==> src/mf3_pkg.sv <==
// Package for the 3x3 RGB median filter: pixel and window types, register map,
// frame size limits. No dependencies; imported by every module of the filter.
package mf3_pkg;

    localparam int MAX_WIDTH = 128;
    localparam int COL_W     = $clog2(MAX_WIDTH);
    localparam int ROW_W     = 12;
    localparam int CHAN_W    = 8;
    localparam int FW_W      = 8;
    localparam int ADDR_W    = 3;
    localparam int DATA_W    = 32;
    localparam int WIN_N     = 9;

    localparam logic [FW_W-1:0]  MIN_WIDTH_V  = 8'd3;
    localparam logic [FW_W-1:0]  MAX_WIDTH_V  = FW_W'(MAX_WIDTH);
    localparam logic [ROW_W-1:0] MIN_HEIGHT_V = 12'd3;
    localparam logic [FW_W-1:0]  RST_WIDTH    = 8'd62;
    localparam logic [ROW_W-1:0] RST_HEIGHT   = 12'd94;

    localparam logic REG_FRAME_WIDTH  = 1'b0;
    localparam logic REG_FRAME_HEIGHT = 1'b1;

    typedef logic [CHAN_W-1:0] chan_t;
    typedef logic [COL_W-1:0]  col_t;
    typedef logic [ROW_W-1:0]  row_t;

    typedef struct packed {
        chan_t red;
        chan_t green;
        chan_t blue;
    } pix_t;

    typedef struct packed {
        pix_t mid;
        pix_t top;
    } line_t;

    typedef logic [WIN_N-1:0][CHAN_W-1:0] win9_t;

endpackage

==> src/mf3_median9.sv <==
// Nine-input median of one color channel by a fixed compare-exchange network.
// Depends on mf3_pkg.
module mf3_median9 (
    input  mf3_pkg::win9_t win,
    output mf3_pkg::chan_t med
);
    import mf3_pkg::*;

    function automatic logic [2*CHAN_W-1:0] cas(chan_t a, chan_t b);
        if (a > b)
        begin
            return {a, b};
        end
        return {b, a};
    endfunction

    chan_t p [WIN_N];

    always_comb
    begin
        for (int i = 0; i < WIN_N; i++)
        begin
            p[i] = win[i];
        end
        {p[2], p[1]} = cas(p[1], p[2]);
        {p[5], p[4]} = cas(p[4], p[5]);
        {p[8], p[7]} = cas(p[7], p[8]);
        {p[1], p[0]} = cas(p[0], p[1]);
        {p[4], p[3]} = cas(p[3], p[4]);
        {p[7], p[6]} = cas(p[6], p[7]);
        {p[2], p[1]} = cas(p[1], p[2]);
        {p[5], p[4]} = cas(p[4], p[5]);
        {p[8], p[7]} = cas(p[7], p[8]);
        {p[3], p[0]} = cas(p[0], p[3]);
        {p[8], p[5]} = cas(p[5], p[8]);
        {p[7], p[4]} = cas(p[4], p[7]);
        {p[6], p[3]} = cas(p[3], p[6]);
        {p[4], p[1]} = cas(p[1], p[4]);
        {p[5], p[2]} = cas(p[2], p[5]);
        {p[7], p[4]} = cas(p[4], p[7]);
        {p[2], p[4]} = cas(p[4], p[2]);
        {p[4], p[6]} = cas(p[6], p[4]);
        {p[2], p[4]} = cas(p[4], p[2]);
        med = p[4];
    end

endmodule

==> config.mk <==
export PLATFORM = sky130hd
export DESIGN_NAME = mf3_median9
export DESIGN_NICKNAME = d
export VERILOG_FILES = /design/src/mf3_pkg.sv /design/src/mf3_median9.sv
export SDC_FILE = /design/constraint.sdc
export NUM_CORES = 1
export LEC_CHECK = 0
export BUFFER_PORTS_ARGS = -buffer_cell sky130_fd_sc_hd__buf_2
export CORE_ASPECT_RATIO = 1.4
export CORE_MARGIN = 2
export CORE_UTILIZATION = 53
export DETAILED_ROUTE_END_ITERATION = 8
export PLACE_DENSITY_LB_ADDON = 0.25
export SLEW_MARGIN = 20
export SYNTH_ARGS = -nofsm -noshare
export SYNTH_HDL_FRONTEND = slang
export SYNTH_SLANG_ARGS = --single-unit
==> constraint.sdc <==
create_clock -name vclk -period 35
set_clock_uncertainty 0.2 [all_clocks]
set_input_delay 8.75 -clock vclk [all_inputs]
set_output_delay 8.75 -clock vclk [all_outputs]
set_load 0.1 [all_outputs]
==> run metrics, run 1 <==
vias in the first global route=6486; antenna violations before repair=0; drt via density=approximately 5.9; Critical Path Sink Type=output pin; Cells after Synth=just under 1000; share of cells above drive strength 1=roughly 14%; fin. max-slew vios=0; Non-Filler Instances=approximately 1200; overall die height=roughly 140 um; initial DRC count=394; RSZ-0062 raised after global routing=false; Syn Nets=approximately 1200; Fmax=~30 MHz; Routed WL per cell=between 15 and 20 um; synth warn=0; status=complete, no violations; core area=~12000 sq um; synthesis-to-finish area growth=11.0%; die width=about 99 um; drt pass-1 iters=5; antenna-violating nets left=0; Die ar.=between 10000 and 15000 sq um; Initial Utilization=54.7%; Yosys cell types=between 60 and 70; HP Start=win[48]; Synth top area share=about 27%; Ant. Diodes=0; Overflow after GRT=0; Most Frequent Cell on Critical Path=o21ai_0; first-pass GRT wire length=roughly 30 mm; Critical Path Start=win[41]; Tcrit/Tclk final=between 90% and 100%; FF+latch area=0 sq um; average cell area after synthesis=between 7 and 8 sq um; maxcap violations=0; worst setup margin=between 1.5 and 2 ns; Hold Path Class=in2out; Post-DP HPWL=roughly 16 mm; mapped cell area=between 6000 and 7000 sq um; nets=1249; area leader, netlist=ha_1; cell row count=48; Place WS=between 0.7 and 0.8 ns; register area share after synthesis=0%; final core utilization=60.7%; vias after detailed routing=around 7000; CP max FO=29; final setup violation count=0; Critical Path AT=approximately 24 ns; largest net degree at the start of global routing=37; GRT Util Overall=around 26%; Routed WL=roughly 18 mm; Crit Path Class=in2out; DRC Markers=0; Worst path max stage delay=about 0.42 ns; Port-buffer cells=80; placed insts=around 1200; clkbuf count=0; total negative slack=0 ns; worst-margin pin slew=between 0.9 and 1 ns; Slowest-stage cell, CP=a311o_2; IO Count=80; Hold Fails Final Rpt=0; Final Critical Period=about 33 ns; crit path launch type=input pin; global placer's final weighted congestion=0.985; seq_cells=0; cts hold-fix bufs=0; Slew HR=between 30% and 40%; top post-synthesis cells by area=ha_1 (27%), mux2i_1 (16%), o21ai_0 (7.3%); CP required=approximately 26 ns
## cell usage after synthesis (4+ instances only)
library cell and count:
ha_1 147, inv_1 115, mux2i_1 105, o21ai_0 99, a21oi_1 82, nand2_1 77
nor2_1 57, nand3_1 35, a21o_1 24, o21a_1 22, clkbuf_1 21, nor2b_1 18
mux2_2 15, nand4_1 13, and2_1 11, nand2b_1 11, and3_1 10, o21ai_1 10
a31oi_1 7, mux2_4 7, nor3_1 7, buf_2 5, or3_1 5, nand3b_1 4
## worst paths after layout
kind,to,cells after the start
worst max-delay path,med[4],83
worst min-delay path,med[0],7
## logic make-up after synthesis
kind of cell	after synthesis	share of synthesized area (%)
and+or+nand+nor	259	18.6
AOI/OAI and AO/OA	276	25.1
muxes	128	19.8
buffers and inverters	149	8.70
adders and majority gates	148	27.4
xor gates and xnor gates	3	0.389
## critical path, delay by kind of cell
family | cells | cell delay (ns)
buf+inv | 12 | 2.27
fa+ha+maj | 9 | 2.62
simple gates | 18 | 2.32
mux | 5 | 1.80
compound gates | 39 | 6.67
## per-layer routing
metal  GRT usage [%]  wire, um  share of wire (%)
met4            10.8       968                5.3
met1            30.0      7480                 41
met3           0.812       681                3.8
met5               0         0                  0
met2            49.4      8970                 50
## repair_timing
action / CTS / global route
hold endpoints to repair: 0 / 0
resized for setup: 0 / 5
endpoints found under the setup margin: 0 / 8
buffers inserted: 0 / 2
## cell usage in the layout (no fill, tap or decap), types with 11 or more instances in the layout
cell type / count
a21oi_1: 82
nand2b_1: 11
mux2_2: 15
nand2_1: 77
inv_1: 115
a21o_1: 24
o21ai_0: 98
mux2i_1: 104
buf_2: 72
o21a_1: 22
and2_1: 11
nor2_1: 57
nand3_1: 35
ha_1: 147
buf_4: 16
nand4_1: 13
nor2b_1: 18
## final cells by class
class | count | area [sq um]
Multi-Input combinational cell | 816 | 6240
Tap cell | 150 | 188
Inverter | 116 | 435
Timing Repair Buffer | 96 | 641
Fill cell | 1214 | 4860
## through the flow
step	cell area, sq um	hold WS (ns)
4_1_cts	7440	18.31
3_5_place_dp	7440	18.30
6_report	7510	18.30
2_1_floorplan	6760	18.33
3_3_place_gp	7440	18.31
5_1_grt	7510	18.38
Power of run 1 is not shown: default switching activity piles up to over one toggle a cycle in this logic, so the estimate is an artifact.
==> run 2, diff against run 1 <==
- PLACE_DENSITY: default -> 0.81
- PLACE_DENSITY_LB_ADDON: 0.25 -> default
- clock period: 35 -> 42 ns (I/O delays scaled with it)
==> run 2 against run 1 <==
Count of clock-buffer cells in the layout did not move. Die area did not move. Worst setup slack improved by 2.6 ns. First-iteration DRC count fell by 24%. Flip-flop and latch count did not move. Critical path depth fell by 2. Sequential share of layout area did not move. Via count rose by 1.3%. Routed wire length rose by 1.2%. Cell count fell by 0.76%. Cell area fell by 3.0%.
==> run metrics, run 2 (same netlist as run 1, synthesis figures left out) <==
status=complete, no violations; Worst path max stage delay=roughly 0.77 ns; Critical Path AT=27.12 ns; Hold Fails Final Rpt=0; first-pass GRT wire length=30.1 mm; synthesis-to-finish area growth=7.70%; post-CTS resize count=0; final setup violation count=0; Post-DP HPWL=approximately 16 mm; clkbuf count=0; Tcrit/Tclk final=90.0%; Routed WL per cell=roughly 16 um; CP max FO=29; global placer's final weighted congestion=~0.99; Overflow after GRT=0; cts hold-fix bufs=0; final instance area=7280 sq um; worst-margin pin slew=1.01 ns; cell row count=48; DRC Markers=0; Placed Area=about 7300 sq um; nets=between 1000 and 1500; drt pass-1 iters=6; core area=12400 sq um; overall die height=138 um; Most Frequent Cell on Critical Path=o21ai_0; Die ar.=roughly 14000 sq um; IO Count=80; Hold WS=approximately 22 ns; most common cell after layout, fill and taps aside=ha_1; seq_cells=0; CP required=~31 ns; die width=99.5 um; FF+latch area=0 sq um; maxcap violations=0; total negative slack=0 ns; Slowest-stage cell, CP=o21ai_2; vias after detailed routing=about 7000; Initial Utilization=54.7%; Ant. Diodes=0; antenna violations before repair=0; HP Start=win[48]; Fmax=about 26 MHz; share of cells above drive strength 1=between 10% and 20%; drt via density=approximately 6.0; Critical Path Sink Type=output pin; hold endpoint=med[0]; initial DRC count=301; setup bufs post-CTS=0; antenna-violating nets left=0; crit path launch type=input pin; Slew HR=32.2%; Hold Path Class=in2out; RSZ-0062 raised after global routing=false; Buffers & Inverters on Critical Path=11; Crit Path Class=in2out; Final Critical Period=37.82 ns; hold path depth=7; vias in the first global route=around 6700; GRT Util Overall=26.6%; Crit path max-delay family=compound AO/OA/AOI/OAI gates; most frequent cells in the layout=ha_1 (147), inv_1 (115), mux2i_1 (104); Port-buffer cells=80; fin. max-slew vios=0; Routed WL=18.3 mm; largest net degree at the start of global routing=37
==> run 2: layout make-up <==
type                            count  area, sq um
Multi-Input combinational cell    814         6190
Tap cell                          150          188
Inverter                          116          435
Fill cell                        1204         5090
Timing Repair Buffer               89          468
==> run 2: tightest hold or removal path: cells and delay by family <==
family | cells | cell delay [ns]
AO/OA/AOI/OAI | 1 | 0.16
buffers and inverters | 3 | 0.61
multiplexers | 3 | 0.29
==> run 2: stage by stage <==
| stage | cells | utilization (%) | worst slack, ns |
|---|---|---|---|
| floorplan | 963 | - | 3.87 |
| global placement | 1169 | 58.9 | 4.85 |
| detailed placement | 1169 | 58.9 | 4.50 |
| CTS | 1169 | 58.9 | 4.46 |
| global route | 1169 | 58.9 | 2.71 |
| finish | 1169 | 58.9 | 4.18 |
==> run 2: worst max path at each step <==
stage	start	end	slack [ns]	cells after the start
6_report	win[41]	med[3]	4.18	81
2_1_floorplan	win[65]	med[1]	3.87	89
3_5_place_dp	win[41]	med[3]	4.50	80
3_3_place_gp	win[65]	med[4]	4.85	87
4_1_cts	win[41]	med[3]	4.46	81
5_1_grt	win[41]	med[3]	2.71	84
==> run 2: metal layers <==
layer	GRT usage [%]	share of wire (%)	vias to the layer above
met1	30.6	41	3250
li1	-	-	3565
met5	0	0	-
met4	13.8	6.0	0
met3	0.964	3.6	49
met2	49.7	50	181
Power of run 2 is left out for the same reason.
==> run 3, diff against run 2 <==
--- a/config.mk
+++ b/config.mk
@@ -11,5 +11,5 @@
 export CORE_UTILIZATION = 53
 export DETAILED_ROUTE_END_ITERATION = 8
-export PLACE_DENSITY = 0.81
+export PLACE_DENSITY_LB_ADDON = 0.12
 export SLEW_MARGIN = 20
 export SYNTH_ARGS = -nofsm -noshare
==> constraint.sdc (replaced) <==
create_clock -name vclk -period 42
set_clock_uncertainty 0.2 [all_clocks]
set_input_delay 10.5 -clock vclk [all_inputs]
set_output_delay 10.5 -clock vclk [all_outputs]
set_load 0.05 [all_outputs]
==> run 3 against run 2 <==
Non-clock buffer count decreased by 2. Die area unchanged. Cell count is 0.17% lower. Cell area shrank 0.10%. Highest routed layer unchanged. Critical path depth rose by 5. Critical endpoint is now med[4]. Core utilization is 0.061 points lower.
==> run metrics, run 3 (same netlist as run 1, synthesis figures left out) <==
hold path depth=7; FF+latch area=0 sq um; nets=1238; antenna violations before repair=0; clkbuf count=0; GRT Util Overall=approximately a quarter; worst-margin pin slew=approximately 1.0 ns; CP max FO=36; fin. max-slew vios=0; Final Critical Period=about 38 ns; RSZ-0062 raised after global routing=false; DRC Markers=0; largest net degree at the start of global routing=37; first-pass GRT wire length=slightly below 30 mm; crit path launch type=input pin; Routed WL=roughly 18 mm; status=complete, no violations; antenna-violating nets left=0; Slew HR=30.1%; drt via density=just under 6; IO Count=80; core area=about 12000 sq um; setup bufs post-CTS=0; Hold Fails Final Rpt=0; CP required=31.30 ns; Critical Path Sink Type=output pin; vias after detailed routing=6773; Overflow after GRT=0; Port-buffer cells=80; maxcap violations=0; Post-DP HPWL=15.9 mm; total negative slack=0 ns; most frequent cells in the layout=ha_1 (147), inv_1 (115), mux2i_1 (104); Initial Utilization=between 50% and 60%; global placer's final weighted congestion=0.951; die width=between 90 and 100 um; Slowest-stage cell, CP=o22ai_4; Fmax=26.3 MHz; Ant. Diodes=0; vias in the first global route=roughly 6500; Critical Path AT=27.26 ns; final setup violation count=0; cts hold-fix bufs=0; Hold Path Class=in2out; Worst path max stage delay=slightly above 0.6 ns; synthesis-to-finish area growth=7.59%; Routed WL per cell=about 15 um; grt met1 use=between 30% and 40%; seq_cells=0; Die ar.=approximately 14000 sq um; grt met2 use=48.6%; share of cells above drive strength 1=13.4%; cell row count=between 40 and 50; GR peak layer=met2; Tcrit/Tclk final=between 90 and 100%; initial DRC count=286; drt pass-1 iters=5; post-CTS resize count=0; overall die height=138 um; met3 usage=0.355%; Crit Path Class=in2out; most common cell after layout, fill and taps aside=ha_1; Most Frequent Cell on Critical Path=o21ai_0
## run 3: changes by cell type in the layout (fill, tap and decap cells not counted), sizes merged
cell,delta
buf,-2
## run 3: metrics by stage
stage               instance area, sq um  worst slack [ns]  cells  utilization (%)  hold slack [ns]
finish                              7280              4.04   1167             58.8            21.74
floorplan                           6760              4.89    963                -            21.60
global route                        7280              2.45   1167             58.8            21.83
detailed placement                  7270              3.48   1167             58.7            21.75
CTS                                 7270              3.44   1167             58.7            21.75
global placement                    7270              3.77   1167             58.7            21.75
## run 3: critical path: cells and delay by family
| family | cells | cell delay [ns] |
|---|---|---|
| compound gates | 41 | 7.63 |
| fa+ha+maj | 9 | 2.56 |
| simple gates | 19 | 2.51 |
| buf+inv | 12 | 2.41 |
| mux | 5 | 1.63 |
## run 3: worst paths after layout
path                start     end  slack (ns)
hold / removal    win[48]  med[0]       21.74
setup / recovery  win[65]  med[4]        4.04
## run 3: layer usage
layer | wire length (um) | part of all wire, %
met3 | 530 | 2.9
met1 | 7830 | 43
met4 | 917 | 5.1
met2 | 8750 | 49
met5 | 0 | 0
## run 3: layout make-up
type / instances / area, sq um
fillers: 1248 / 5100
repair buffers: 87 / 453
well taps: 150 / 188
inverters: 116 / 435
multi-input cells: 814 / 6200
Power of run 3 is left out for the same reason.
